--- src/rtl/irsb_pkg.sv ---
`default_nettype none

package irsb_pkg;

    localparam logic [1:0] KIND_APPEND = 2'd0;
    localparam logic [1:0] KIND_REMOVE = 2'd1;
    localparam logic [1:0] KIND_CLEAR  = 2'd2;

    localparam logic [1:0] STATUS_DONE = 2'd0;
    localparam logic [1:0] STATUS_NULL = 2'd1;
    localparam logic [1:0] STATUS_FULL = 2'd2;

    // controller -> datapath
    typedef struct packed {
        logic op_append;  // store word at tail
        logic op_full;    // append refused
        logic op_clear;
        logic op_null;    // remove refused
        logic op_nop;     // unused kind code
        logic rm_start;   // read word at position, load pointers
        logic fetch;      // removed word arrives from memory
        logic shift;      // move one word down
        logic rd_next;    // read next word above the gap
        logic rm_done;    // close out a remove
    } cmd_t;

    // datapath -> controller
    typedef struct packed {
        logic full;
        logic remove_ok;
        logic more;
    } sts_t;

endpackage

`default_nettype wire

--- src/rtl/indexed_removal_sequence_buffer_top.sv ---
// Channel   Handshake            Fields
// --------  -------------------  ------------------------------
// command   start / busy         kind, value, position
// result    done (one cycle)     status, removed, count
//
// Append, clear, refused requests: transfer taken when start && !busy, result
//   strobed on the next cycle; busy stays low, so commands can go every cycle.
// Remove at position p with count n: busy from the transfer through a fetch state and one
//   shift state per word above p, one word moved down per cycle through the read and write ports.
// Reset: count goes to zero; stored words are not cleared and need no sweep.
// The result side has no stall; done is high for exactly one cycle.
`default_nettype none

module indexed_removal_sequence_buffer_top
#(
    parameter int DEPTH      = 64,
    parameter int DATA_WIDTH = 32
)
(
    input  wire logic        clk,
    input  wire logic        rst_n,
    input  wire logic        start,
    output logic             busy,
    input  wire logic [1:0]  kind,
    input  wire logic [31:0] value,
    input  wire logic [7:0]  position,
    output logic             done,
    output logic [1:0]       status,
    output logic [31:0]      removed,
    output logic [6:0]       count
);

    irsb_pkg::cmd_t cmd;
    irsb_pkg::sts_t sts;

    irsb_ctrl u_ctrl
    (
        .clk   (clk),
        .rst_n (rst_n),
        .start (start),
        .kind  (kind),
        .sts   (sts),
        .cmd   (cmd),
        .busy  (busy)
    );

    irsb_datapath
    #(
        .DEPTH      (DEPTH),
        .DATA_WIDTH (DATA_WIDTH)
    )
    u_datapath
    (
        .clk      (clk),
        .rst_n    (rst_n),
        .cmd      (cmd),
        .sts      (sts),
        .value    (value),
        .position (position),
        .done     (done),
        .status   (status),
        .removed  (removed),
        .count    (count)
    );

endmodule

`default_nettype wire

--- src/rtl/irsb_ctrl.sv ---
`default_nettype none

module irsb_ctrl
(
    input  wire logic           clk,
    input  wire logic           rst_n,
    input  wire logic           start,
    input  wire logic [1:0]     kind,
    input  wire irsb_pkg::sts_t sts,
    output irsb_pkg::cmd_t      cmd,
    output logic                busy
);

    localparam logic [1:0] ST_IDLE  = 2'd0;
    localparam logic [1:0] ST_FETCH = 2'd1;
    localparam logic [1:0] ST_SHIFT = 2'd2;

    logic [1:0] state_reg;
    logic [1:0] state_next;

    always_ff @(posedge clk or negedge rst_n)
    begin
        if (!rst_n)
        begin
            state_reg <= ST_IDLE;
        end
        else
        begin
            state_reg <= state_next;
        end
    end

    always_comb
    begin
        cmd        = '0;
        state_next = state_reg;
        unique case (state_reg)
            ST_IDLE:
            begin
                if (start)
                begin
                    unique case (kind)
                        irsb_pkg::KIND_APPEND:
                        begin
                            cmd.op_append = !sts.full;
                            cmd.op_full   = sts.full;
                        end
                        irsb_pkg::KIND_REMOVE:
                        begin
                            if (sts.remove_ok)
                            begin
                                cmd.rm_start = 1'b1;
                                state_next   = ST_FETCH;
                            end
                            else
                            begin
                                cmd.op_null = 1'b1;
                            end
                        end
                        irsb_pkg::KIND_CLEAR:
                        begin
                            cmd.op_clear = 1'b1;
                        end
                        default:
                        begin
                            cmd.op_nop = 1'b1;
                        end
                    endcase
                end
            end
            ST_FETCH, ST_SHIFT:
            begin
                cmd.fetch = (state_reg == ST_FETCH);
                cmd.shift = (state_reg == ST_SHIFT);
                if (sts.more)
                begin
                    cmd.rd_next = 1'b1;
                    state_next  = ST_SHIFT;
                end
                else
                begin
                    cmd.rm_done = 1'b1;
                    state_next  = ST_IDLE;
                end
            end
            default:
            begin
                state_next = ST_IDLE;
            end
        endcase
    end

    assign busy = (state_reg != ST_IDLE);

endmodule

`default_nettype wire

--- src/rtl/irsb_datapath.sv ---
`default_nettype none

module irsb_datapath
#(
    parameter int DEPTH      = 64,
    parameter int DATA_WIDTH = 32
)
(
    input  wire logic           clk,
    input  wire logic           rst_n,
    input  wire irsb_pkg::cmd_t cmd,
    output irsb_pkg::sts_t      sts,
    input  wire logic [31:0]    value,
    input  wire logic [7:0]     position,
    output logic                done,
    output logic [1:0]          status,
    output logic [31:0]         removed,
    output logic [6:0]          count
);

    localparam int AW = $clog2(DEPTH);
    localparam int CW = $clog2(DEPTH + 1);

    logic [DATA_WIDTH-1:0] mem [DEPTH];
    logic [DATA_WIDTH-1:0] rdata_reg;
    logic [AW-1:0]         rd_addr;
    logic                  wr_en;
    logic [AW-1:0]         wr_addr;
    logic [DATA_WIDTH-1:0] wr_data;

    logic [CW-1:0]         count_reg;
    logic [CW-1:0]         count_next;
    logic [CW-1:0]         rd_ptr_reg;
    logic [CW-1:0]         rd_ptr_next;
    logic [AW-1:0]         wr_ptr_reg;
    logic [AW-1:0]         wr_ptr_next;
    logic [DATA_WIDTH-1:0] word_reg;
    logic [DATA_WIDTH-1:0] word_next;
    logic [DATA_WIDTH-1:0] word_out;

    logic                  done_reg;
    logic                  done_next;
    logic [1:0]            status_reg;
    logic [1:0]            status_next;
    logic [31:0]           removed_reg;
    logic [31:0]           removed_next;

    assign sts.full      = (count_reg == CW'(DEPTH));
    assign sts.remove_ok = (32'(position) < 32'(count_reg));
    assign sts.more      = (rd_ptr_reg < count_reg);

    // one read port, registered; one write port
    assign rd_addr = cmd.rm_start ? AW'(position) : rd_ptr_reg[AW-1:0];
    assign wr_en   = cmd.op_append || cmd.shift;
    assign wr_addr = cmd.shift ? wr_ptr_reg : count_reg[AW-1:0];
    assign wr_data = cmd.shift ? rdata_reg : DATA_WIDTH'(value);

    always_ff @(posedge clk)
    begin
        rdata_reg <= mem[rd_addr];
        if (wr_en)
        begin
            mem[wr_addr] <= wr_data;
        end
    end

    always_comb
    begin
        count_next = count_reg;
        if (cmd.op_clear)
        begin
            count_next = '0;
        end
        else if (cmd.op_append)
        begin
            count_next = count_reg + CW'(1);
        end
        else if (cmd.rm_done)
        begin
            count_next = count_reg - CW'(1);
        end
    end

    always_comb
    begin
        rd_ptr_next = rd_ptr_reg;
        wr_ptr_next = wr_ptr_reg;
        if (cmd.rm_start)
        begin
            rd_ptr_next = CW'(position) + CW'(1);
            wr_ptr_next = AW'(position);
        end
        else
        begin
            if (cmd.rd_next)
            begin
                rd_ptr_next = rd_ptr_reg + CW'(1);
            end
            if (cmd.shift)
            begin
                wr_ptr_next = wr_ptr_reg + AW'(1);
            end
        end
    end

    // removed word comes straight from memory when the remove ends in its fetch cycle
    assign word_out  = cmd.fetch ? rdata_reg : word_reg;
    assign word_next = word_out;

    assign done_next = cmd.op_append || cmd.op_full || cmd.op_clear ||
                       cmd.op_null || cmd.op_nop || cmd.rm_done;

    always_comb
    begin
        priority if (cmd.op_full)
        begin
            status_next = irsb_pkg::STATUS_FULL;
        end
        else if (cmd.op_null)
        begin
            status_next = irsb_pkg::STATUS_NULL;
        end
        else
        begin
            status_next = irsb_pkg::STATUS_DONE;
        end
    end

    assign removed_next = cmd.rm_done ? 32'(word_out) : 32'd0;

    always_ff @(posedge clk or negedge rst_n)
    begin
        if (!rst_n)
        begin
            count_reg <= '0;
            done_reg  <= 1'b0;
        end
        else
        begin
            count_reg <= count_next;
            done_reg  <= done_next;
        end
    end

    always_ff @(posedge clk)
    begin
        rd_ptr_reg <= rd_ptr_next;
        wr_ptr_reg <= wr_ptr_next;
        word_reg   <= word_next;
        if (done_next)
        begin
            status_reg  <= status_next;
            removed_reg <= removed_next;
        end
    end

    assign done    = done_reg;
    assign status  = status_reg;
    assign removed = removed_reg;
    assign count   = 7'(count_reg);

endmodule

`default_nettype wire

--- config.mk ---
export PLATFORM = sky130hd
export DESIGN_NAME = indexed_removal_sequence_buffer_top
export DESIGN_NICKNAME = d
export VERILOG_FILES = /design/src/rtl/irsb_pkg.sv /design/src/rtl/indexed_removal_sequence_buffer_top.sv /design/src/rtl/irsb_ctrl.sv /design/src/rtl/irsb_datapath.sv
export SDC_FILE = /design/constraint.sdc
export NUM_CORES = 2
export LEC_CHECK = 0
export BUFFER_PORTS_ARGS = -buffer_cell sky130_fd_sc_hd__buf_4
export CAP_MARGIN = 30
export CORE_MARGIN = 8
export CORE_UTILIZATION = 47
export CTS_CLUSTER_DIAMETER = 150
export CTS_CLUSTER_SIZE = 40
export DETAILED_ROUTE_END_ITERATION = 8
export PLACE_DENSITY = 0.62
export SYNTH_ARGS = -nofsm -noshare
export SYNTH_HDL_FRONTEND = slang
export SYNTH_SLANG_ARGS = --single-unit
--- constraint.sdc ---
create_clock -name clk -period 4.6 [get_ports clk]
set_input_delay 0.69 -clock clk [delete_from_list [all_inputs] [get_ports clk]]
set_output_delay 0.69 -clock clk [all_outputs]
set_load 0.005 [all_outputs]
==> summary.md <==
| Metric | Value |
|---|---|
| Outcome | complete, but fails checks |
| Violated checks | antenna violations |
| Period minus WS final | 4.41 ns |
| Type of element launching the critical path | flip-flop |
| Chip Width | 444 um |
| Peak supply drop | 421 uV |
| Floorplan die height | 444 um |
| Top Ports | 88 |
| EDFF count, synth | 2095 |
| Worst-path clk slew | 0.14 ns |
| Routed via count divided by cell count | 6.12 |
| Placed cell count | 8334 |
| Data arrival, critical path | 5.13 ns |
| Post-CTS repair timing setup buffer count | 0 |
| Register with the most flip-flops | u_datapath.mem |
| Switching power | 17.0 mW |
| Power share of the combinational group | 0.335 |
| Share of the synthesized area in the top cell type | 0.731 |
| Simple logic cell fraction of the synthesized area | 0.0936 |
| Fraction of synthesized area in multiplexers | 0.0484 |
| Sink count of the clock tree | 2169 |
| Top_reg_cell synth | edfxtp_1 |
| Clock latency of the later-clocked register in the worst-skew pair | 0.78 ns |
| Crit path buf inv count | 3 |
| Max-slew violations | 0 |
| Clock Root Buffer | clkbuf_16 |
| CP endpoint kind | flip-flop |
| Hold Slack | 0.241 ns |
| Total half-perimeter wirelength after legalization and detailed placement | 140000 um |
| Sequential fraction of the synthesis area | 0.749 |
| Number of max-capacitance violations reported | 0 |
| Delay-heaviest family, CP | compound AO/OA/AOI/OAI gates |
| DP Worst Slack | -0.183 ns |
| Post-Synthesis Cell Area | 86000 um^2 |
| Number of nets with antenna violations after detailed routing | 1 |
| Standard-cell rows | 157 |
| Final worst path period share | 0.959 |
| Main combinational cell family by area after synthesis | simple AND/OR/NAND/NOR gates |
| Switching share of power | 0.348 |
| Overflow left after global routing | 0 |
| Die ar. | 197000 um^2 |
| Slew Limit Headroom | 0.252 |
| Worst Tran Pin Value | 1.09 ns |
| Final Setup Violations | 0 |
| Count of H-tree levels built during CTS | 2 |
| Routability-driven placement congestion ratio | 0.818 |
| Area leader, netlist | edfxtp_1 |
| Part of the power in the clock network | 0.165 |
| Type of the tightest min-delay check | in -> reg |
| 1st-iter DRT viols | 6397 |
| Fraction of synthesis flops using an asynchronous set or reset pin | 0.00461 |
| Pin count of the biggest net entering global routing | 121 |
| P_leak | 31.6 nW |
| Adder-Cell Fraction of Synth Area | 0.00358 |
| Vias after detailed routing | 51800 |
| Peak fanout along the critical path | 40 |
| Most area-consuming cells after synthesis | edfxtp_1 (73%), nand2_1 (5.3%), mux2i_1 (3.2%) |
| Number of storage elements in the synthesis netlist | 2169 |
| Share of cells above drive strength 1 | 0.118 |
| Via count of the first global-routing pass | 49100 |
| Compound-gate portion of the synthesized area | 0.0801 |
| Post-Route WL | 234000 um |
| Xor-xnor portion of the synthesized cell area | 0.00132 |
| Yosys cell types | 69 |
| Number of buffers created by CTS | 60 |
| Core Box Area | 182000 um^2 |
| Seq pwr share | 0.499 |
| Final Hold Fails | 0 |
| Max stage delay cell, worst path | a21oi_1 |
| Final Worst Setup Slack | 0.188 ns |
| Number of standard cells in the layout, taps in and fillers out | 8459 |
| Number of buffers between clock root and the deepest sink | 3 |
| Synthesis warning total | 0 |
| Average routed wire per standard cell | 27.6 um |
| First-pass detailed-route iteration total | 5 |
| Antenna violations before repair | 11 |
| Wire length of the first global-routing pass | 341000 um |
| Initial core utilization | 0.471 |
| Number of I/O port buffers | 87 |
| Net total in the final layout | 6085 |
| Global Route Usage Sum | 0.229 |
| Clock tree from TritonCTS | done |
| Internal power contribution | 32.0 mW |
| Worst-case clock skew | 0.0420 ns |
| Area growth from synthesis to final layout | 9.95% |
| Power Dens Cells | 518 nW/um^2 |
| Highest clock rate | 227 MHz |
| Sequence of cells on the critical path | inv_1 -> ha_1 -> a211oi_1 -> nand3_1 -> a211o_4 -> and2_4 -> inv_8 -> buf_12 -> mux2i_1 -> mux4_2 -> a21oi_1 -> o22ai_1 -> nor2_1 |
| Crit path kind | reg -> reg |
| Synthesized area divided by synthesized cell count | 14.6 um^2 |
| Highest cell delay on the worst timing path | 0.68 ns |
| Synthesized instance count | 5882 |
| DRC | 0 |
| Nets in the synthesized netlist | 5951 |
| Largest register FFs | 2048 |
| CP required | 5.31 ns |
==> tightest hold or removal path, delay by kind of cell <==
kind	cells	cell delay [ns]
buffers and inverters	1	0.09
AO/OA/AOI/OAI	1	0.09
AND/OR/NAND/NOR	2	0.12
==> stage by stage <==
stage	power [mW]	TNS, ns	util	cell area (um^2)
finish	49.0	0	0.518	94600
global route	50.9	-0.00822	0.518	94500
CTS	48.9	0	0.518	94500
detailed placement	41.1	-0.399	0.508	92700
global placement	40.7	-0.293	0.506	92400
floorplan	33.9	0	-	86000
==> cell families (layout without fill, tap and decap cells) <==
logic type	after synthesis	after routing
xor+xnor	13	13
compound gates	1018	1018
flops	2169	2169
mux	372	372
buf+inv	419	603
other cells	0	8
simple gates	1867	1867
fa+ha+maj	24	24
==> synthesized netlist by cell type, types with 4 or more instances <==
cell,count
mux4_2,28
o21ai_0,80
buf_8,4
a21o_1,11
and2_0,5
a221oi_1,87
a41oi_1,4
nor3_1,50
a22oi_1,21
a22o_1,4
o22ai_1,63
nand2_1,1213
o32ai_1,7
dfxtp_1,64
or3_1,5
nor2b_1,4
dfrtp_1,10
nand4_1,20
buf_1,27
o2111ai_1,8
buf_6,10
xnor2_1,7
mux2i_1,276
clkbuf_1,192
xor2_1,6
a211oi_1,125
edfxtp_1,2095
nor4_1,4
nor2_1,103
ha_1,23
buf_4,51
mux2_2,67
and3_1,216
nand3_1,233
a311oi_1,126
o31ai_1,5
a32o_1,4
o221ai_1,55
a31oi_1,91
nand2b_1,7
a21oi_1,304
inv_1,18
buf_2,114
==> power groups by stage <==
stage	Sequential, mW	Combinational (mW)	Clock, mW
after floorplan	24.6	9.30	0
after global placement	24.9	15.7	0
after detailed placement	24.9	16.2	0
after CTS	24.4	16.2	8.25
after global routing	24.5	17.6	8.80
final	24.5	16.4	8.11
==> layout by cell type (no fill, tap or decap), types with 28 or more instances in the layout <==
master and count:
o21ai_0 77, a21oi_1 302, mux4_2 28, clkbuf_1 48
mux2i_1 275, buf_4 345, a221oi_1 87, o221ai_1 55
dfxtp_1 64, clkbuf_16 60, a211oi_1 125, nand2_1 1212
buf_12 123, nor2_1 39, a31oi_1 88, a311oi_1 126
mux2_2 67, nor2_4 64, nand3_1 233, edfxtp_1 2095
o22ai_1 63, and3_1 216, nor3_1 49
==> path summary, 6_finish.rpt <==
check / end / from / slack, ns / cells after the start
hold / removal: u_ctrl.state_reg[0]$_DFFE_PN0P_ / start / 0.24 / 4
hold reg to reg: u_datapath.word_reg[18]$_DFF_P_ / u_datapath.word_reg[18]$_DFF_P_ / 0.49 / 1
setup / recovery: u_datapath.rdata_reg[6]$_DFF_P_ / u_datapath.count[6]$_DFFE_PN0P_ / 0.19 / 13
max in group asynchronous: u_datapath.count[5]$_DFFE_PN0P_ / rst_n / 4.18 / 2
setup reg to reg: u_datapath.rdata_reg[6]$_DFF_P_ / u_datapath.count[6]$_DFFE_PN0P_ / 0.19 / 13
min in group asynchronous: u_datapath.done$_DFF_PN0_ / rst_n / 0.28 / 2
==> final cells by class <==
type                            instances  area [um^2]
Clock inverter                          4         75.1
Tap cell                             2385         2980
Clock buffer                          108         1680
Timing Repair Buffer                  471         5090
Inverter                               20         98.8
Sequential cell                      2169        64400
Fill cell                           14900        87900
Antenna cell                            8         20.0
Multi-Input combinational cell       3294        20200
==> metal layers <==
layer	track usage	wire [um]
met2	0.364	108000
met4	0.0449	4490
met3	0.0350	21300
met1	0.339	99800
met5	0	13
==> timing repair <==
| item | in CTS | in global routing |
|---|---|---|
| resized for setup | 0 | 3 |
| hold endpoints to repair | 10 | 0 |
| hold buffers | 1 | 0 |
| setup endpoints to repair | 0 | 3 |
No activity file was read; power rests on OpenSTA's default activity.
